File: src/rtl/nlex_pkg.sv
// Shared types and constants for the number token lexer.
package nlex_pkg;

    // Character codes used by the byte classifier.
    localparam logic [7:0] CH_SPACE = 8'h20;
    localparam logic [7:0] CH_TAB   = 8'h09;
    localparam logic [7:0] CH_CR    = 8'h0d;
    localparam logic [7:0] CH_LF    = 8'h0a;
    localparam logic [7:0] CH_NUL   = 8'h00;
    localparam logic [7:0] CH_SLASH = 8'h2f;
    localparam logic [7:0] CH_ZERO  = 8'h30;
    localparam logic [7:0] CH_NINE  = 8'h39;
    localparam logic [7:0] CH_X     = 8'h78;
    localparam logic [7:0] CH_LA    = 8'h61;
    localparam logic [7:0] CH_LF_HEX = 8'h66;
    localparam logic [7:0] CH_UA    = 8'h41;
    localparam logic [7:0] CH_UF    = 8'h46;

    // Depth of the queue between the classifier and the lexer engine.
    localparam int Q_DEPTH = 2;
    localparam int Q_AW    = (Q_DEPTH > 1) ? $clog2(Q_DEPTH) : 1;
    localparam int Q_CW    = $clog2(Q_DEPTH + 1);

    // One input beat.
    typedef struct packed {
        logic [7:0] text_byte;
        logic       end_of_text;
    } in_beat_t;

    // One result beat.
    typedef struct packed {
        logic signed [31:0] number_value;
        logic               bad_token;
        logic               was_hex;
    } out_beat_t;

    // A classified byte as it travels through the queue.
    typedef struct packed {
        logic       is_space;
        logic       is_slash;
        logic       is_zero;
        logic       is_digit;
        logic       is_x;
        logic       is_hex;
        logic       is_eol;
        logic [3:0] digit_val;
        logic       last;
    } cls_t;

endpackage

File: src/rtl/nlex_front.sv
// Front end: accepts input beats and classifies each byte into a register.
module nlex_front (
    input  logic              aclk,
    input  logic              aresetn,
    input  logic              s_valid,
    output logic              s_ready,
    input  nlex_pkg::in_beat_t s_payload,
    output logic              q_valid,
    input  logic              q_ready,
    output nlex_pkg::cls_t    q_cls
);
    import nlex_pkg::*;

    logic       vld_reg, vld_next;
    cls_t       cls_reg;
    cls_t       cls_comb;
    logic [7:0] c;

    assign c = s_payload.text_byte;

    // Decode the byte into character classes and a digit value.
    always_comb begin
        cls_comb.is_space = (c == CH_SPACE) || (c >= CH_TAB && c <= CH_CR);
        cls_comb.is_slash = (c == CH_SLASH);
        cls_comb.is_zero  = (c == CH_ZERO);
        cls_comb.is_digit = (c >= CH_ZERO) && (c <= CH_NINE);
        cls_comb.is_x     = (c == CH_X);
        cls_comb.is_eol   = (c == CH_LF) || (c == CH_NUL);
        cls_comb.last     = s_payload.end_of_text;
        if (c >= CH_ZERO && c <= CH_NINE) begin
            cls_comb.is_hex    = 1'b1;
            cls_comb.digit_val = 4'(c - CH_ZERO);
        end else if (c >= CH_LA && c <= CH_LF_HEX) begin
            cls_comb.is_hex    = 1'b1;
            cls_comb.digit_val = 4'(c - CH_LA + 8'd10);
        end else if (c >= CH_UA && c <= CH_UF) begin
            cls_comb.is_hex    = 1'b1;
            cls_comb.digit_val = 4'(c - CH_UA + 8'd10);
        end else begin
            cls_comb.is_hex    = 1'b0;
            cls_comb.digit_val = 4'd0;
        end
    end

    // The stage takes a new beat whenever it is empty or drains this cycle.
    assign s_ready  = !vld_reg || q_ready;
    assign vld_next = s_ready ? s_valid : vld_reg;

    always_ff @(posedge aclk) begin
        if (!aresetn) begin
            vld_reg <= 1'b0;
        end else begin
            vld_reg <= vld_next;
        end
    end

    always_ff @(posedge aclk) begin
        if (s_valid && s_ready) begin
            cls_reg <= cls_comb;
        end
    end

    assign q_valid = vld_reg;
    assign q_cls   = cls_reg;

endmodule

File: src/rtl/nlex_queue.sv
// Short queue of classified bytes between the front end and the engine.
module nlex_queue (
    input  logic           aclk,
    input  logic           aresetn,
    input  logic           wr_valid,
    output logic           wr_ready,
    input  nlex_pkg::cls_t wr_data,
    output logic           rd_valid,
    input  logic           rd_ready,
    output nlex_pkg::cls_t rd_data
);
    import nlex_pkg::*;

    cls_t            mem_reg [Q_DEPTH];
    logic [Q_AW-1:0] wr_ptr_reg, wr_ptr_next;
    logic [Q_AW-1:0] rd_ptr_reg, rd_ptr_next;
    logic [Q_CW-1:0] count_reg, count_next;
    logic            push, pop;

    assign wr_ready = (count_reg != Q_CW'(Q_DEPTH));
    assign rd_valid = (count_reg != '0);
    assign rd_data  = mem_reg[rd_ptr_reg];
    assign push     = wr_valid && wr_ready;
    assign pop      = rd_valid && rd_ready;

    // Pointer and fill count update; pointers wrap at the queue depth.
    always_comb begin
        wr_ptr_next = wr_ptr_reg;
        rd_ptr_next = rd_ptr_reg;
        if (push) begin
            wr_ptr_next = (wr_ptr_reg == Q_AW'(Q_DEPTH - 1)) ? '0 : wr_ptr_reg + 1'b1;
        end
        if (pop) begin
            rd_ptr_next = (rd_ptr_reg == Q_AW'(Q_DEPTH - 1)) ? '0 : rd_ptr_reg + 1'b1;
        end
        count_next = count_reg + Q_CW'(push) - Q_CW'(pop);
    end

    always_ff @(posedge aclk) begin
        if (!aresetn) begin
            wr_ptr_reg <= '0;
            rd_ptr_reg <= '0;
            count_reg  <= '0;
        end else begin
            wr_ptr_reg <= wr_ptr_next;
            rd_ptr_reg <= rd_ptr_next;
            count_reg  <= count_next;
        end
    end

    always_ff @(posedge aclk) begin
        if (push) begin
            mem_reg[wr_ptr_reg] <= wr_data;
        end
    end

    // The fill count never exceeds the depth.
    a_count_bound: assert property (@(posedge aclk) disable iff (!aresetn)
        count_reg <= Q_CW'(Q_DEPTH))
        else $error("queue fill count above depth");

    // A push on a non-full queue without a pop raises the count by one.
    a_count_push: assert property (@(posedge aclk) disable iff (!aresetn)
        (push && !pop) |=> (count_reg == $past(count_reg) + 1'b1))
        else $error("queue count did not follow a push");

endmodule

File: src/rtl/nlex_engine.sv
// Back end: lexer state machine, value accumulator and result register.
module nlex_engine (
    input  logic                aclk,
    input  logic                aresetn,
    input  logic                q_valid,
    output logic                q_ready,
    input  nlex_pkg::cls_t      q_cls,
    output logic                m_valid,
    input  logic                m_ready,
    output nlex_pkg::out_beat_t m_payload
);
    import nlex_pkg::*;

    localparam logic [2:0] MODE_SKIP    = 3'd0;
    localparam logic [2:0] MODE_SLASH   = 3'd1;
    localparam logic [2:0] MODE_COMMENT = 3'd2;
    localparam logic [2:0] MODE_ZERO    = 3'd3;
    localparam logic [2:0] MODE_DEC     = 3'd4;
    localparam logic [2:0] MODE_HEX     = 3'd5;
    localparam logic [2:0] MODE_DISCARD = 3'd6;

    logic [2:0]  mode_reg, mode_next, mode_step;
    logic [31:0] acc_reg, acc_next, acc_step;
    logic        emit, emit_bad, emit_hex;
    logic [31:0] emit_val;
    logic        m_vld_reg, m_vld_next;
    out_beat_t   m_data_reg;
    logic        pop;
    logic [31:0] dec_acc, hex_acc, dig_ext;

    // A byte is taken whenever the result register is free or drains.
    assign q_ready = !m_vld_reg || m_ready;
    assign pop     = q_valid && q_ready;

    // Decimal and hex digit steps: shift-and-add, no multiplier needed.
    assign dig_ext = {28'd0, q_cls.digit_val};
    assign dec_acc = {acc_reg[28:0], 3'b000} + {acc_reg[30:0], 1'b0} + dig_ext;
    assign hex_acc = {acc_reg[27:0], q_cls.digit_val};

    // One lexer step per byte, then the end-of-text flush.
    always_comb begin
        mode_step = mode_reg;
        acc_step  = acc_reg;
        emit      = 1'b0;
        emit_val  = 32'd0;
        emit_bad  = 1'b0;
        emit_hex  = 1'b0;
        unique case (mode_reg)
            MODE_SLASH: begin
                if (q_cls.is_slash) begin
                    mode_step = MODE_COMMENT;
                end else begin
                    acc_step  = 32'd0;
                    mode_step = q_cls.is_space ? MODE_SKIP : MODE_DISCARD;
                    emit      = 1'b1;
                    emit_bad  = 1'b1;
                end
            end
            MODE_COMMENT: begin
                if (q_cls.is_eol) begin
                    mode_step = MODE_SKIP;
                end
            end
            MODE_ZERO, MODE_DEC, MODE_HEX: begin
                if (q_cls.is_space) begin
                    emit      = 1'b1;
                    emit_val  = acc_reg;
                    emit_hex  = (mode_reg == MODE_HEX);
                    acc_step  = 32'd0;
                    mode_step = MODE_SKIP;
                end else if (mode_reg == MODE_ZERO && q_cls.is_x) begin
                    acc_step  = 32'd0;
                    mode_step = MODE_HEX;
                end else if (mode_reg == MODE_ZERO && q_cls.is_digit) begin
                    acc_step  = dig_ext;
                    mode_step = MODE_DEC;
                end else if (mode_reg == MODE_DEC && q_cls.is_digit) begin
                    acc_step  = dec_acc;
                end else if (mode_reg == MODE_HEX && q_cls.is_hex) begin
                    acc_step  = hex_acc;
                end else begin
                    emit      = 1'b1;
                    emit_bad  = 1'b1;
                    emit_hex  = (mode_reg == MODE_HEX);
                    acc_step  = 32'd0;
                    mode_step = MODE_DISCARD;
                end
            end
            MODE_DISCARD: begin
                if (q_cls.is_space) begin
                    mode_step = MODE_SKIP;
                end
            end
            default: begin
                mode_step = MODE_SKIP;
                if (!q_cls.is_space) begin
                    acc_step = 32'd0;
                    if (q_cls.is_slash) begin
                        mode_step = MODE_SLASH;
                    end else if (q_cls.is_zero) begin
                        mode_step = MODE_ZERO;
                    end else if (q_cls.is_digit) begin
                        acc_step  = dig_ext;
                        mode_step = MODE_DEC;
                    end else begin
                        mode_step = MODE_DISCARD;
                        emit      = 1'b1;
                        emit_bad  = 1'b1;
                    end
                end
            end
        endcase

        mode_next = mode_step;
        acc_next  = acc_step;
        // At end of text, close what is still open and return to reset state.
        if (q_cls.last) begin
            if (!emit) begin
                priority if (mode_step == MODE_ZERO || mode_step == MODE_DEC
                             || mode_step == MODE_HEX) begin
                    emit     = 1'b1;
                    emit_val = acc_step;
                    emit_hex = (mode_step == MODE_HEX);
                end else if (mode_step == MODE_SLASH) begin
                    emit     = 1'b1;
                    emit_bad = 1'b1;
                end else begin
                    emit = 1'b0;
                end
            end
            mode_next = MODE_SKIP;
            acc_next  = 32'd0;
        end
    end

    assign m_vld_next = pop ? emit : (m_vld_reg && !m_ready);

    always_ff @(posedge aclk) begin
        if (!aresetn) begin
            mode_reg  <= MODE_SKIP;
            acc_reg   <= 32'd0;
            m_vld_reg <= 1'b0;
        end else begin
            m_vld_reg <= m_vld_next;
            if (pop) begin
                mode_reg <= mode_next;
                acc_reg  <= acc_next;
            end
        end
    end

    // Result register is loaded only when a step produces a result.
    always_ff @(posedge aclk) begin
        if (pop && emit) begin
            m_data_reg.number_value <= $signed(emit_val);
            m_data_reg.bad_token    <= emit_bad;
            m_data_reg.was_hex      <= emit_hex;
        end
    end

    assign m_valid   = m_vld_reg;
    assign m_payload = m_data_reg;

    // The accumulator is clear in the skip, slash, comment, zero and discard modes.
    a_acc_idle: assert property (@(posedge aclk) disable iff (!aresetn)
        (mode_reg == MODE_SKIP || mode_reg == MODE_SLASH || mode_reg == MODE_COMMENT
         || mode_reg == MODE_ZERO || mode_reg == MODE_DISCARD) |-> (acc_reg == 32'd0))
        else $error("accumulator not clear outside a digit run");

    // An error result always carries a zero value.
    a_bad_zero: assert property (@(posedge aclk) disable iff (!aresetn)
        (m_vld_reg && m_data_reg.bad_token) |-> (m_data_reg.number_value == 32'sd0))
        else $error("error result with nonzero value");

    // A byte with the end mark leaves the lexer in its skipping state.
    a_last_reset: assert property (@(posedge aclk) disable iff (!aresetn)
        (pop && q_cls.last) |=> (mode_reg == MODE_SKIP))
        else $error("lexer not reset after end of text");

endmodule

File: src/rtl/number_token_lexer_unit.sv
// Top level of the number token lexer: classifier, queue and lexer engine.
//
//   Channel  Direction  Handshake          Payload
//   s_       in         s_valid/s_ready    text_byte, end_of_text
//   m_       out        m_valid/m_ready    number_value, bad_token, was_hex
//
// One byte is accepted per cycle when the result side keeps up; an accepted
// byte reaches its result through the classify register, the queue and the
// result register. The engine's shift-and-add loop sets the rate.
// Reset (aresetn low, synchronous) empties the queue and result register and
// puts the lexer between tokens with a zero accumulator. A stalled result
// side backs up through the two-entry queue to s_ready.
module number_token_lexer_unit (
    input  logic                aclk,
    input  logic                aresetn,
    input  logic                s_valid,
    output logic                s_ready,
    input  nlex_pkg::in_beat_t  s_payload,
    output logic                m_valid,
    input  logic                m_ready,
    output nlex_pkg::out_beat_t m_payload
);
    import nlex_pkg::*;

    logic f_valid, f_ready;
    cls_t f_cls;
    logic e_valid, e_ready;
    cls_t e_cls;

    nlex_front u_front (
        .aclk      (aclk),
        .aresetn   (aresetn),
        .s_valid   (s_valid),
        .s_ready   (s_ready),
        .s_payload (s_payload),
        .q_valid   (f_valid),
        .q_ready   (f_ready),
        .q_cls     (f_cls)
    );

    nlex_queue u_queue (
        .aclk     (aclk),
        .aresetn  (aresetn),
        .wr_valid (f_valid),
        .wr_ready (f_ready),
        .wr_data  (f_cls),
        .rd_valid (e_valid),
        .rd_ready (e_ready),
        .rd_data  (e_cls)
    );

    nlex_engine u_engine (
        .aclk      (aclk),
        .aresetn   (aresetn),
        .q_valid   (e_valid),
        .q_ready   (e_ready),
        .q_cls     (e_cls),
        .m_valid   (m_valid),
        .m_ready   (m_ready),
        .m_payload (m_payload)
    );

endmodule

File: config.mk
export PLATFORM = sky130hd
export DESIGN_NAME = number_token_lexer_unit
export DESIGN_NICKNAME = d
export VERILOG_FILES = /design/src/rtl/nlex_pkg.sv /design/src/rtl/nlex_front.sv /design/src/rtl/nlex_queue.sv /design/src/rtl/nlex_engine.sv /design/src/rtl/number_token_lexer_unit.sv
export SDC_FILE = /design/constraint.sdc
export NUM_CORES = 1
export LEC_CHECK = 0
export ABC_AREA = 1
export CORE_MARGIN = 10
export CORE_UTILIZATION = 50
export DETAILED_ROUTE_END_ITERATION = 8
export DONT_BUFFER_PORTS = 1
export PLACE_DENSITY_LB_ADDON = 0.05
export SYNTH_ARGS = -nofsm -noshare
export SYNTH_HDL_FRONTEND = slang
export SYNTH_SLANG_ARGS = --single-unit
File: constraint.sdc
create_clock -name aclk -period 2.83 [get_ports aclk]
set_clock_uncertainty 0.15 [all_clocks]
set_input_delay 0.283 -clock aclk [delete_from_list [all_inputs] [get_ports aclk]]
set_output_delay 0.283 -clock aclk [all_outputs]
set_load 0.005 [all_outputs]
==> results by stage, run 1 <==
Power:
- The power density over cell area is between 600 and 700 nW/um^2.
- The static leakage is between 4 and 5 nW.
- Power comes to 6.80 mW.
- IR analysis of the VDD net gives a maximum drop of roughly 820 uV.

Logic synthesis:
- The arithmetic-cell share of the synthesized area counting full adders, half adders and majority gates is 0.0995.
- The combinational family with the most area after synthesis is simple AND/OR/NAND/NOR gates.
- The number of nets produced by synthesis is 1288.
- Of the total synthesized cell area, the portion taken by XOR and XNOR cells is 0.00613.
- Yosys mapped the design onto 51 distinct sky130hd cell types.
- The area share of the largest cell type after synthesis is 0.245.
- The async set-or-reset flop fraction in the synthesized netlist is 0.
- The simple logic cell fraction of the synthesized area is 0.289.
- The post-synthesis sequential area ratio is 0.343.
- The synthesized design contains 70 enable-type register cells.
- The cell type contributing the most total cell area after synthesis is sky130_fd_sc_hd__edfxtp_1.
- The cell with the most instances after synthesis is sky130_fd_sc_hd__nand2_1.
- The compound-gate portion of the synthesized area is 0.163.
- Synthesis produced 1208 cells.
- The synthesis warning total is 0.
- The mux share of post-synthesis cell area is 0.
- The mean post-synth cell area is a little over 7 um^2.
- The post-synthesis instance area is 8570 um^2.
- The commonest cells after synthesis are sky130_fd_sc_hd__nand2_1, sky130_fd_sc_hd__inv_1, sky130_fd_sc_hd__a21oi_1.
- The register bit total from synthesis is 112.
- The most used flip-flop cell after synthesis is sky130_fd_sc_hd__edfxtp_1.
- In the post-synthesis netlist, the biggest area contributors are sky130_fd_sc_hd__edfxtp_1, sky130_fd_sc_hd__nand2_1, sky130_fd_sc_hd__dfxtp_1.

STA:
- The remaining max-slew budget at the tightest pin is 0.274.
- The max-slew violation count is 0.
- The final setup violation count is a little under 50.
- Based on the critical path, the design can be clocked at up to 337 MHz.
- The hold violation count in the final report is 0.
- Setup repair after global routing could not meet its margin everywhere.
- The transition time of the tightest slew-check pin is roughly 1100 ps.
- For the finished layout, the period the worst path requires is 2970 ps.
- Adding up every negative setup slack in the final design gives -3340 ps.
- Once routing completed, OpenROAD measured the worst setup slack at -139 ps.
- Of the available clock period, the critical path in the final layout requires 1.05.

Cells and area:
- The final layout contains 1373 nets.
- For this run, the number of standard cells in the final layout without fillers is between 1500 and 2000.
- The fraction of final layout cells sized beyond drive strength 1 is 0.225.
- The repair_antennas step left the layout with diodes totalling 0.
- The register with the most flip-flops in the layout has 34 of them.
- Summing all flip-flop and latch instances after layout gives 2950 um^2.
- The layout-stage area growth over the synthesis result is 22.3%.
- The filler cell count is ~1600.
- The area of combinational cells with multiple inputs is 5360 um^2.

Route:
- The residual DRC count is 0.
- The detail-routed net length per standard cell is about 17 um.
- Dividing the detail-routed via count by the number of cells gives 5.49.
- The wire length after detailed routing is 26.3 mm.
- The pre-antenna-repair detailed-routing pass consisted of 6 iterations.
- The number of nets with antenna violations after routing is 0.
- The number of vias after detailed routing is 8339.
- In this run, the number of DRC markers left after iteration 0 of detailed routing was 636.

Setup path:
- The depth of the critical timing path with buffers and inverters included is 16.
- The worst setup path is launched from a register.
- For the worst setup path, the data required time is between 2000 and 3000 ps.
- On the worst path, the slowest cell contributes a delay of 430 ps.
- The launching point of the worst reg2reg path is u_queue.mem_reg[1][4].
- The worst setup path is captured at a register.
- Tracing the worst setup path back leads to its startpoint at u_queue.mem_reg[1][4].
- The kind of cell adding the most delay to the critical path is simple AND/OR/NAND/NOR gates.
- The worst register-to-register path has a depth of 16.
- The endpoint of the worst register-to-register path is u_engine.acc_reg[5].
- The highest fanout seen on the critical path is 4.
- Data arrives at the worst endpoint at 3110 ps.
- The most critical setup path has its endpoint at u_engine.acc_reg[5].
- The cell at the slowest stage of the critical path is sky130_fd_sc_hd__fa_1.
- In this run the register-to-register setup slack is -140 ps.
- The signal on the critical path passes through or2_4, o21ai_4, fa_1, inv_2, buf_6, ha_4, nand3_2, nand3_4, buf_6, buf_4, and2_4, o22ai_1, nand2_1, o211ai_1, o211ai_1, a21oi_1.
- The startpoint-to-endpoint class of the critical path is register to register.
- The critical path buffer and inverter count is 4.

Clock network:
- The buffer levels on the longest clock path is 2.
- The buffer type at the clock tree root is sky130_fd_sc_hd__clkbuf_16.
- The register clock-pin slew on the reported worst setup and hold paths is 80 ps.
- In this run, CTS created clock tree buffers numbering 9.
- The TritonCTS clock tree is done.
- For the worst-skew pair, the clock arrives at the later sink with an insertion delay of ~360 ps.
- The depth of the CTS H-tree is 3.
- The number of sinks on the clock net is 112.

Global route:
- The number of global-route vias before repair was 8077.
- The initial antenna violation count is 0.
- Entering global routing, the biggest net connects 70 pins.
- Summed over all layers, the global routing overflow is 0.
- Across every metal layer, demand over resource in global routing totals 0.230.
- The first global-routing pass estimated 41.5 mm of wire.

Placement:
- The post-place setup slack is -319 ps.
- In this run, placement finished with an instance count of 1484.
- The weighted congestion at the end of routability-driven global placement is between 0.9 and 1.
- The number of buffers added on ports is 0.
- The HPWL after detailed placement is roughly 19 mm.

Worst hold path:
- The tightest min-delay check is of the input port to register type.
- The source of the worst hold timing path is s_payload[1].

Floorplanning:
- The die outline area is about 23000 um^2.
- Row generation in the floorplan step produced 47 rows.
- The die is 151 um tall.
- In this run the standard cell core region covers 16700 um^2.
- During I/O placement, the number of pins put on the boundary was 49.
- The floorplan step set the die width to between 150 and 200 um.
- The initial core utilization is 0.513.

Status:
- The run finished, with violations left.
- The checks that failed: setup timing.

Run:
- Across the run, the number of max-cap violations was 0.
[final cells by class]
cell class / instances / area share
inverters: 176 / 0.0633
well taps: 220 / 0.0262
flip-flops and latches: 112 / 0.281
multi-input cells: 880 / 0.511
clock buffers: 9 / 0.0215
clock inverters: 7 / 0.00847
repair buffers: 114 / 0.0880
[logic make-up after synthesis]
group | count (synthesis)
AOI/OAI and AO/OA | 227
xor gates and xnor gates | 6
adders and majority gates | 67
buffers and inverters | 216
DFF | 112
and+or+nand+nor | 580
[per-layer routing]
layer / vias up / GRT usage / share of wire
met5: - / 0 / 0
met4: 0 / 0.137 / 0.061
met3: 70 / 0.0301 / 0.041
met2: 251 / 0.402 / 0.50
met1: 3835 / 0.264 / 0.40
li1: 4183 / - / -
[worst min path at each step]
stage | cells after the start | endpoint | slack, ps
finish | 1 | u_front.q_cls[1] | 20
global route | 1 | u_front.q_cls[1] | 20
CTS | 1 | u_front.q_cls[1] | 10
detailed placement | 0 | u_front.q_cls[0] | 230
global placement | 0 | u_front.q_cls[0] | 230
floorplan | 2 | u_queue.count_reg[0] | 230
[cells in the final DEF (no fill, tap or decap), types with 4 or more instances in the layout]
cell                            instances
sky130_fd_sc_hd__a21oi_1               83
sky130_fd_sc_hd__a21oi_2               12
sky130_fd_sc_hd__buf_4                 96
sky130_fd_sc_hd__buf_6                 10
sky130_fd_sc_hd__clkbuf_16              9
sky130_fd_sc_hd__dfxtp_1               37
sky130_fd_sc_hd__dfxtp_2                4
sky130_fd_sc_hd__dlygate4sd3_1          7
sky130_fd_sc_hd__edfxtp_1              70
sky130_fd_sc_hd__ha_1                  61
sky130_fd_sc_hd__inv_1                159
sky130_fd_sc_hd__inv_2                 12
sky130_fd_sc_hd__nand2_1              331
sky130_fd_sc_hd__nand2_2               43
sky130_fd_sc_hd__nand2_4               12
sky130_fd_sc_hd__nand3_1               52
sky130_fd_sc_hd__nand3_2               21
sky130_fd_sc_hd__nand3_4               13
sky130_fd_sc_hd__nand4_1               13
sky130_fd_sc_hd__nor2_1                60
sky130_fd_sc_hd__nor2_2                 7
sky130_fd_sc_hd__nor2_4                 4
sky130_fd_sc_hd__nor3_1                13
sky130_fd_sc_hd__o211ai_1              11
sky130_fd_sc_hd__o21ai_0               48
sky130_fd_sc_hd__o21ai_1               13
sky130_fd_sc_hd__o21ai_2                7
sky130_fd_sc_hd__o22ai_1                8
sky130_fd_sc_hd__o22ai_2               10
sky130_fd_sc_hd__o32ai_1               17
[per-stage QoR]
stage | hold slack (ps) | area (um^2) | utilization
after floorplan | 226 | 8600 | -
after global placement | 232 | 9420 | 0.564
after detailed placement | 232 | 9420 | 0.564
after CTS | 12.3 | 10100 | 0.607
after global routing | 23.4 | 10500 | 0.628
final | 19.2 | 10500 | 0.628
[worst register-to-register path, cell delays in order (launching register included)]
cell and delay (ps):
sky130_fd_sc_hd__edfxtp_1 380, sky130_fd_sc_hd__or2_4 270, sky130_fd_sc_hd__o21ai_4 70, sky130_fd_sc_hd__fa_1 430, sky130_fd_sc_hd__inv_2 90, sky130_fd_sc_hd__buf_6 100, sky130_fd_sc_hd__ha_4 210, sky130_fd_sc_hd__nand3_2 90
sky130_fd_sc_hd__nand3_4 100, sky130_fd_sc_hd__buf_6 140, sky130_fd_sc_hd__buf_4 120, sky130_fd_sc_hd__and2_4 120, sky130_fd_sc_hd__o22ai_1 110, sky130_fd_sc_hd__nand2_1 110, sky130_fd_sc_hd__o211ai_1 130, sky130_fd_sc_hd__o211ai_1 100
sky130_fd_sc_hd__a21oi_1 170
[timing repair]
| action | CTS | global route |
|---|---|---|
| pin swaps | 35 | 46 |
| hold buffers | 7 | 0 |
| buffers inserted | 5 | 7 |
| setup endpoints to repair | 54 | 80 |
| endpoints found under the hold margin | 11 | 0 |
| resized for setup | 75 | 81 |
[power breakdown]
part	switching, mW	internal, mW
registers	0.190	2.03
clock network	0.631	0.704
logic	2.11	1.13
total	2.93	3.87
No activity file was read; power rests on OpenSTA's default activity.
==> inputs of run 2 (changes only) <==
--- a/config.mk
+++ b/config.mk
@@ -7,10 +7,12 @@
 export LEC_CHECK = 0
 export ABC_AREA = 1
 export CORE_MARGIN = 10
-export CORE_UTILIZATION = 50
+export CORE_UTILIZATION = 59
+export CTS_BUF_LIST = sky130_fd_sc_hd__clkbuf_2
 export DETAILED_ROUTE_END_ITERATION = 8
 export DONT_BUFFER_PORTS = 1
 export PLACE_DENSITY_LB_ADDON = 0.05
+export SLEW_MARGIN = 20
 export SYNTH_ARGS = -nofsm -noshare
 export SYNTH_HDL_FRONTEND = slang
 export SYNTH_SLANG_ARGS = --single-unit
==> run 2 against run 1 <==
Critical path depth increased by 4. The run still ends with setup timing left. Worst hold slack improved by 34 ps. Final cell count decreased by 2.7%. Die area decreased by 13%. Highest routed layer unchanged. Global-route usage increased by 2.1 points. First-iteration DRC count increased by 30%. Fmax decreased by 1.9%. Critical endpoint is now u_engine.acc_reg[24]. Utilization increased by 10 points.
==> results by stage, run 2 (synthesis gave the netlist of run 1 again) <==
Clock network:
- The buffer levels on the longest clock path came to 2 (unchanged).
- The number of sinks on the clock net came to 112 (unchanged).
- TritonCTS built the clock tree.
- The register clock-pin slew on the reported worst setup and hold paths came to 290 ps (+210 ps).
- The number of buffers created by CTS is 9 (unchanged).
- The depth of the CTS H-tree is 3 (unchanged).
- The clock insertion delay at the later pin of the skew report is 680 ps (+320 ps).
- The buffer type at the clock tree root is sky130_fd_sc_hd__clkbuf_2.

Global route:
- The number of global-route vias before repair was 8028 (-0.61%).
- The first-pass GRT wire length is 40.6 mm (-2.3%).
- The initial antenna violation count came to 1 (+1).
- The pin count of the biggest net entering global routing came to 52 (-26%).
- The global-route usage over all layers came to 0.252 (+0.0213).
- The sum of overflow across all layers after global routing is 0 (unchanged).

Setup path:
- The worst setup path is captured at a register.
- The worst setup path is of the register to register kind.
- The endpoint arrival time on the critical path is 3510 ps (+400 ps).
- The critical path buffer and inverter count was 3 (-1).
- For this design, the slowest cell found on the critical path is sky130_fd_sc_hd__fa_1.
- The cell occurring most often along the worst timing path is sky130_fd_sc_hd__nand2_2.
- The highest fanout seen on the critical path is 4 (unchanged).
- The worst setup path is launched from a register.
- Walking the worst path, the cells encountered are inv_4, or2_4, o21ai_4, fa_1, inv_2, fa_2, nand3_2, nand3_4, buf_4, nand2_4, nand2_4, nand3_4, nand3_2, nand2_2, nand2_2, nand2_2, nand3_4, nand2_2, nand3_2, a21oi_2.
- The kind of cell adding the most delay to the critical path is simple AND/OR/NAND/NOR gates.
- The required time at the endpoint of the critical path came to 3320 ps (+350 ps).
- The biggest cell delay along the critical path came to 490 ps (+60 ps).

Worst hold path:
- The path class of the tightest hold or removal check is input port to register.

Route:
- The count of TritonRoute iterations in the first routing pass is 5 (-1).
- The number of nets with antenna violations after routing is 0 (unchanged).
- The detail-routed net length per standard cell came to 17.5 um (+0.98%).
- The wire length after detailed routing was 25.9 mm (-1.7%).
- The number of vias after detailed routing is 8486 (+1.8%).
- The initial detailed-routing violation count is 828 (+30%).
- The average via count per standard cell is 5.75 (+4.6%).
- The residual DRC count came to 0 (unchanged).

Power:
- The highest ir drop seen on vdd is 655 uV (-21%).
- The combinational share of power was 0.507 (+0.030).
- The sequential share of power is 0.356 (+0.029).
- The relative contribution of the clock network to total power is 0.136 (-0.060).
- The static leakage came to 4.71 nW (-0.81%).
- The proportion of total power due to net switching is 0.453 (+0.0220).
- The net switching power figure came to 2.83 mW (-3.6%).
- The internal power came to 3.41 mW (-12%).
- The power density over cell area is 606 nW/um^2 (-6.5%).

Status:
- The run finished, with violations left.
- The checks that failed: setup timing.

Floorplanning:
- The total number of placement rows was 43 (-8.5%).
- The die width came to 141 um (-6.9%).
- The I/O pin count is 49 (unchanged).
- The die outline area is 19800 um^2 (-13%).
- The initial core utilization was 0.611 (+0.0972).
- The vertical extent of the die is 141 um (-6.9%).
- The area of the placeable core came to 14000 um^2 (-16%).

Cells and area:
- The most frequent standard cell in the layout excluding fill and tap cells is sky130_fd_sc_hd__nand2_1.
- The filler cell count was 1143 (-26%).
- The area of combinational cells with multiple inputs came to 5370 um^2 (+0.19%).
- The number of nets in the layout is 1371 (-0.15%).
- The number of cells in the finished layout apart from fillers was 1477 (-2.7%).
- The area taken by flip-flops and latches was 2950 um^2 (unchanged).
- The flip-flop count of the largest register, all copies and words added is 34 (unchanged).
- The layout-stage area growth over the synthesis result is 19.9%.
- The top cell types in the final layout, fill and taps aside, are sky130_fd_sc_hd__nand2_1, sky130_fd_sc_hd__inv_1, sky130_fd_sc_hd__a21oi_1, sky130_fd_sc_hd__buf_4, sky130_fd_sc_hd__edfxtp_1.
- The fraction of final layout cells sized beyond drive strength 1 is 0.204 (-0.0205).

STA:
- Setup repair after global routing could not meet its margin everywhere.
- The upper clock frequency limit is 330 MHz (-1.9%).
- The hold violation count in the final report came to 0 (unchanged).
- The minimum clock period after layout is 3030 ps (+56.8 ps).
- The share of the clock period used by the worst path is 1.07 (+0.0201).
- The setup TNS was -3240 ps (+98.6 ps).
- The remaining max-slew budget at the tightest pin is 0.315 (+0.0411).
- The max-slew violation count is 0 (unchanged).
- The post-route worst setup slack is -196 ps (-56.8 ps).
- The final setup violation count was 41 (-16%).
- The transition time of the tightest slew-check pin is 1020 ps (-61.4 ps).

Placement:
- The number of buffers added on ports is 0 (unchanged).
- The HPWL reported at the end of detailed placement is 18.5 mm (-3.9%).
- The number of placed instances with taps included was 1427 (-3.8%).
- The weighted congestion at the end of routability-driven global placement was 0.964 (+6.4%).
- The post-place setup slack is -292 ps (+26.9 ps).

Run:
- The count of maximum capacitance violations is 0 (unchanged).
[run 2: cell types whose count changed in the layout (fill, tap and decap cells not counted), sizes merged]
cell and change:
inv -1, clkinv -1, buf -18, clkbuf +1, dlygate4sd3 +16, bufinv +1
diode +1
[run 2: final cells by class]
cell class,count,share of cell area
flip-flops and latches,112,0.287
well taps,180,0.0219
clock buffers,10,0.00487
multi-input cells,880,0.522
inverters,176,0.0646
diodes,1,0.000243
clock inverters,6,0.00888
repair buffers,112,0.0904
[run 2: worst register-to-register path: cells and delay by family, from the launching register on]
kind / cells / cell delay [ps]
compound gates: 2 / 190
fa+ha+maj: 2 / 870
buf+inv: 3 / 280
flops: 1 / 420
simple gates: 13 / 1090
[run 2: metal layers]
metal | track usage | up-vias | share of wire
met5 | 0 | - | 0
met2 | 0.443 | 316 | 0.51
met3 | 0.0355 | 91 | 0.049
met4 | 0.165 | 0 | 0.060
met1 | 0.276 | 3893 | 0.38
li1 | - | 4186 | -
[run 2: stage by stage]
stage,power [mW],hold WS (ps),area [um^2],utilization
after detailed placement,5.09,232,9250,0.658
final,6.23,53.2,10300,0.732
after CTS,6.08,1.03,9890,0.704
after global routing,6.59,17.7,10300,0.732
after global placement,5.05,232,9250,0.658
after floorplan,4.24,226,8600,-
[run 2: path summary, 6_finish.rpt]
| kind | to | slack (ps) | startpoint | cells past startpoint |
|---|---|---|---|---|
| setup / recovery | u_engine.acc_reg[24] | -200 | register | 20 |
| hold reg to reg | u_queue.rd_ptr_reg | 340 | u_queue.rd_ptr_reg | 1 |
| setup reg to reg | u_engine.acc_reg[24] | -200 | register | 20 |
| hold / removal | u_queue.count_reg[0] | 50 | aresetn | 3 |
[run 2: power groups by stage]
stage | Clock (mW) | Combinational, mW | Sequential, mW
2_1_floorplan | 0 | 2.05 | 2.19
3_3_place_gp | 0 | 2.79 | 2.25
3_5_place_dp | 0 | 2.83 | 2.26
4_1_cts | 0.860 | 2.99 | 2.23
5_1_grt | 0.910 | 3.43 | 2.25
6_report | 0.849 | 3.16 | 2.22
[run 2: timing repair]
item                                   4_1_cts  5_1_grt
pin swaps                                   24       51
cloned                                       0        0
buffers inserted                             3        8
setup endpoints to repair                   54       58
endpoints found under the hold margin       66        0
resized for setup                           60       87
hold buffers                                23        0
==> inputs of run 3 (changes only) <==
==> constraint.sdc (replaced) <==
create_clock -name aclk -period 3.9 [get_ports aclk]
set_clock_uncertainty 0.15 [all_clocks]
set_input_delay 0.39 -clock aclk [delete_from_list [all_inputs] [get_ports aclk]]
set_output_delay 0.39 -clock aclk [all_outputs]
set_load 0.005 [all_outputs]
==> run 3 against run 2 <==
The flow now finishes without violations. Via count is 4.4% lower. Sequential power shrank 27%. Critical path type unchanged. Critical endpoint is now u_engine.m_payload[32]. Fmax is 15% lower. Critical path depth down 2. Design area fell by 13%.
==> results by stage, run 3 (synthesis gave the netlist of run 1 again) <==
Run:
- The count of maximum capacitance violations is 0 (unchanged).

Power:
- The overall power after layout came to 4.06 mW (-35%).
- The power density over cell area is 452 nW/um^2 (-25%).
- The static leakage is 4.02 nW (-15%).
- The highest ir drop seen on vdd is 578 uV (-12%).

Cells and area:
- The fraction of final layout cells sized beyond drive strength 1 is 0.0652 (-0.139).
- The core utilization of the finished layout is 0.639 (-0.0932).
- The most frequent standard cell in the layout excluding fill and tap cells is sky130_fd_sc_hd__nand2_1.
- The area growth from synthesis to layout is 4.68%.
- The top cell types in the final layout, fill and taps aside, are sky130_fd_sc_hd__nand2_1, sky130_fd_sc_hd__inv_1, sky130_fd_sc_hd__a21oi_1, sky130_fd_sc_hd__nand3_1, sky130_fd_sc_hd__edfxtp_1.
- The number of cells in the finished layout apart from fillers is 1392 (-5.8%).
- The number of nets in the layout came to 1287 (-6.1%).
- The filler cell count was 1364 (+19%).
- The flip-flop count of the largest register, all copies and words added came to 34 (unchanged).
- The total inserted antenna cells is 0 (-1).

Clock network:
- The clock insertion delay at the later pin of the skew report was 660 ps (-20 ps).
- The TritonCTS clock tree is done.
- The total setup buffers inserted after CTS is 0 (-3).
- The depth of the CTS H-tree was 3 (unchanged).
- The register clock-pin slew on the reported worst setup and hold paths is 340 ps (+50 ps).
- The post-cts gate resize count is 0 (-100%).
- The number of sinks on the clock net is 112 (unchanged).
- The buffer levels on the longest clock path was 2 (unchanged).
- CTS placed an instance of sky130_fd_sc_hd__clkbuf_2 at the clock tree root.
- The number of buffers created by CTS is 9 (unchanged).
- The number of buffers added to fix hold violations after cts was 19 (-17%).

Setup path:
- The type of destination of the critical path is a register.
- The kind of cell adding the most delay to the critical path is simple AND/OR/NAND/NOR gates.
- The slowest stage of the critical path belongs to the cell sky130_fd_sc_hd__fa_1.
- The critical path in this run is classified as register to register.
- The highest fanout seen on the critical path came to 10 (+6).
- The endpoint arrival time on the critical path came to 3860 ps (+350 ps).
- The critical path buffer and inverter count is 2 (-1).
- The startpoint kind of the worst setup timing path is a register.
- The cell occurring most often along the worst timing path is sky130_fd_sc_hd__nand2_1.
- The biggest cell delay along the critical path is 510 ps (+20 ps).
- The required time at the endpoint of the critical path is 4200 ps (+880 ps).
- Walking the worst path, the cells encountered are inv_2, or2_2, o21ai_0, fa_1, inv_1, fa_1, nand3_1, nand3_1, nand2_1, nand3_1, nand2_1, nand2_1, nand2_1, nand2_1, nand2_1, nand3_1, nand2_1, o22ai_1.

Global route:
- The sum of overflow across all layers after global routing was 0 (unchanged).
- The busiest layer in global routing is met2.
- The pin count of the biggest net entering global routing is 50 (-3.8%).
- The initial antenna violation count came to 0 (-1).
- The met1 routing resource usage after global routing came to 0.275 (-0.00130).
- The met3 track utilization from global routing came to 0.0270 (-0.00845).
- The number of global-route vias before repair was 7529 (-6.2%).
- The first-pass GRT wire length came to 39.0 mm (-3.9%).
- The global-route met2 utilization came to 0.434 (-0.00862).
- The global-route usage over all layers came to 0.243 (-0.00896).

Floorplanning:
- The vertical extent of the die is 141 um (unchanged).
- The I/O pin count is 49 (unchanged).
- The area of the placeable core is 14000 um^2 (unchanged).
- The die width was 141 um (unchanged).
- The initial core utilization was 0.611 (unchanged).
- The die outline area is 19800 um^2 (unchanged).
- The total number of placement rows is 43 (unchanged).

STA:
- The share of the clock period used by the worst path is 0.914 (-0.156).
- The transition time of the tightest slew-check pin came to 1000 ps (-22.4 ps).
- The upper clock frequency limit was 281 MHz (-15%).
- Setup repair after global routing left no endpoint under its margin.
- The final setup violation count is 0 (-100%).
- The hold violation count in the final report came to 0 (unchanged).
- The minimum clock period after layout is 3560 ps (+537 ps).
- The max-slew violation count is 0 (unchanged).
- The remaining max-slew budget at the tightest pin was 0.330 (+0.0150).
- The tightest hold margin is 8.94 ps (-44.3 ps).
- The setup TNS is 0 ps (+3240 ps).

Route:
- The average via count per standard cell came to 5.83 (+1.5%).
- The number of vias after detailed routing is 8116 (-4.4%).
- The residual DRC count is 0 (unchanged).
- The detail-routed net length per standard cell came to 17.6 um (+0.43%).
- The count of TritonRoute iterations in the first routing pass came to 5 (unchanged).
- The wire length after detailed routing is 24.5 mm (-5.4%).
- The initial detailed-routing violation count is 806 (-2.7%).
- The number of nets with antenna violations after routing came to 0 (unchanged).

Worst hold path:
- The class of the tightest hold or removal check is input port to register.

Status:
- The flow ran to the end, and the final reports show no timing, DRC or antenna violations.

Placement:
- The number of placed instances with taps included is 1357 (-4.9%).
- The number of buffers added on ports is 0 (unchanged).
- The HPWL reported at the end of detailed placement came to 18.2 mm (-1.5%).
- The weighted congestion at the end of routability-driven global placement is 0.927 (-3.9%).
-- run 3: per-stage QoR --
| stage | area (um^2) | setup WS, ps |
|---|---|---|
| after CTS | 8970 | 350 |
| after global routing | 8980 | 17.0 |
| after global placement | 8680 | 421 |
| final | 8980 | 337 |
| after detailed placement | 8680 | 296 |
| after floorplan | 8570 | 778 |
-- run 3: final timing paths --
path	depth (start not counted)	startpoint	slack, ps	end
max	18	register	340	u_engine.m_payload[32]
min	4	s_payload[4]	9	u_front.q_cls[5]
min reg2reg	0	u_front.q_cls[4]	320	u_queue.mem_reg[0][4]
max reg2reg	18	register	340	u_engine.m_payload[32]
-- run 3: final cells by class --
| class | count | area [um^2] | share of cell area |
|---|---|---|---|
| tap | 180 | 225 | 0.0251 |
| timing repair buffer | 28 | 258 | 0.0287 |
| clock inverter | 7 | 60.1 | 0.00669 |
| clock buffer | 9 | 45.0 | 0.00502 |
| inverter | 176 | 662 | 0.0737 |
| sequential | 112 | 2940 | 0.328 |
| multi-input combinational | 880 | 4780 | 0.533 |
-- run 3: worst reg2reg max path: cells and delay by family (launching register included) --
kind	cells	cell delay (ps)
buffers and inverters	2	240
AOI/OAI and AO/OA	2	190
DFF	1	490
adders and majority gates	2	970
and+or+nand+nor	12	1370
-- run 3: where the power goes --
part           internal [mW]  switching (mW)
clock network         0.0975           0.416
logic                  0.559            1.35
registers               1.47           0.161
total                   2.13            1.93
-- run 3: layer usage --
metal,share of wire,up-vias,routed length [um]
met5,0,-,0
li1,-,4008,-
met2,0.51,292,12500
met4,0.053,0,1290
met1,0.39,3739,9520
met3,0.048,77,1170
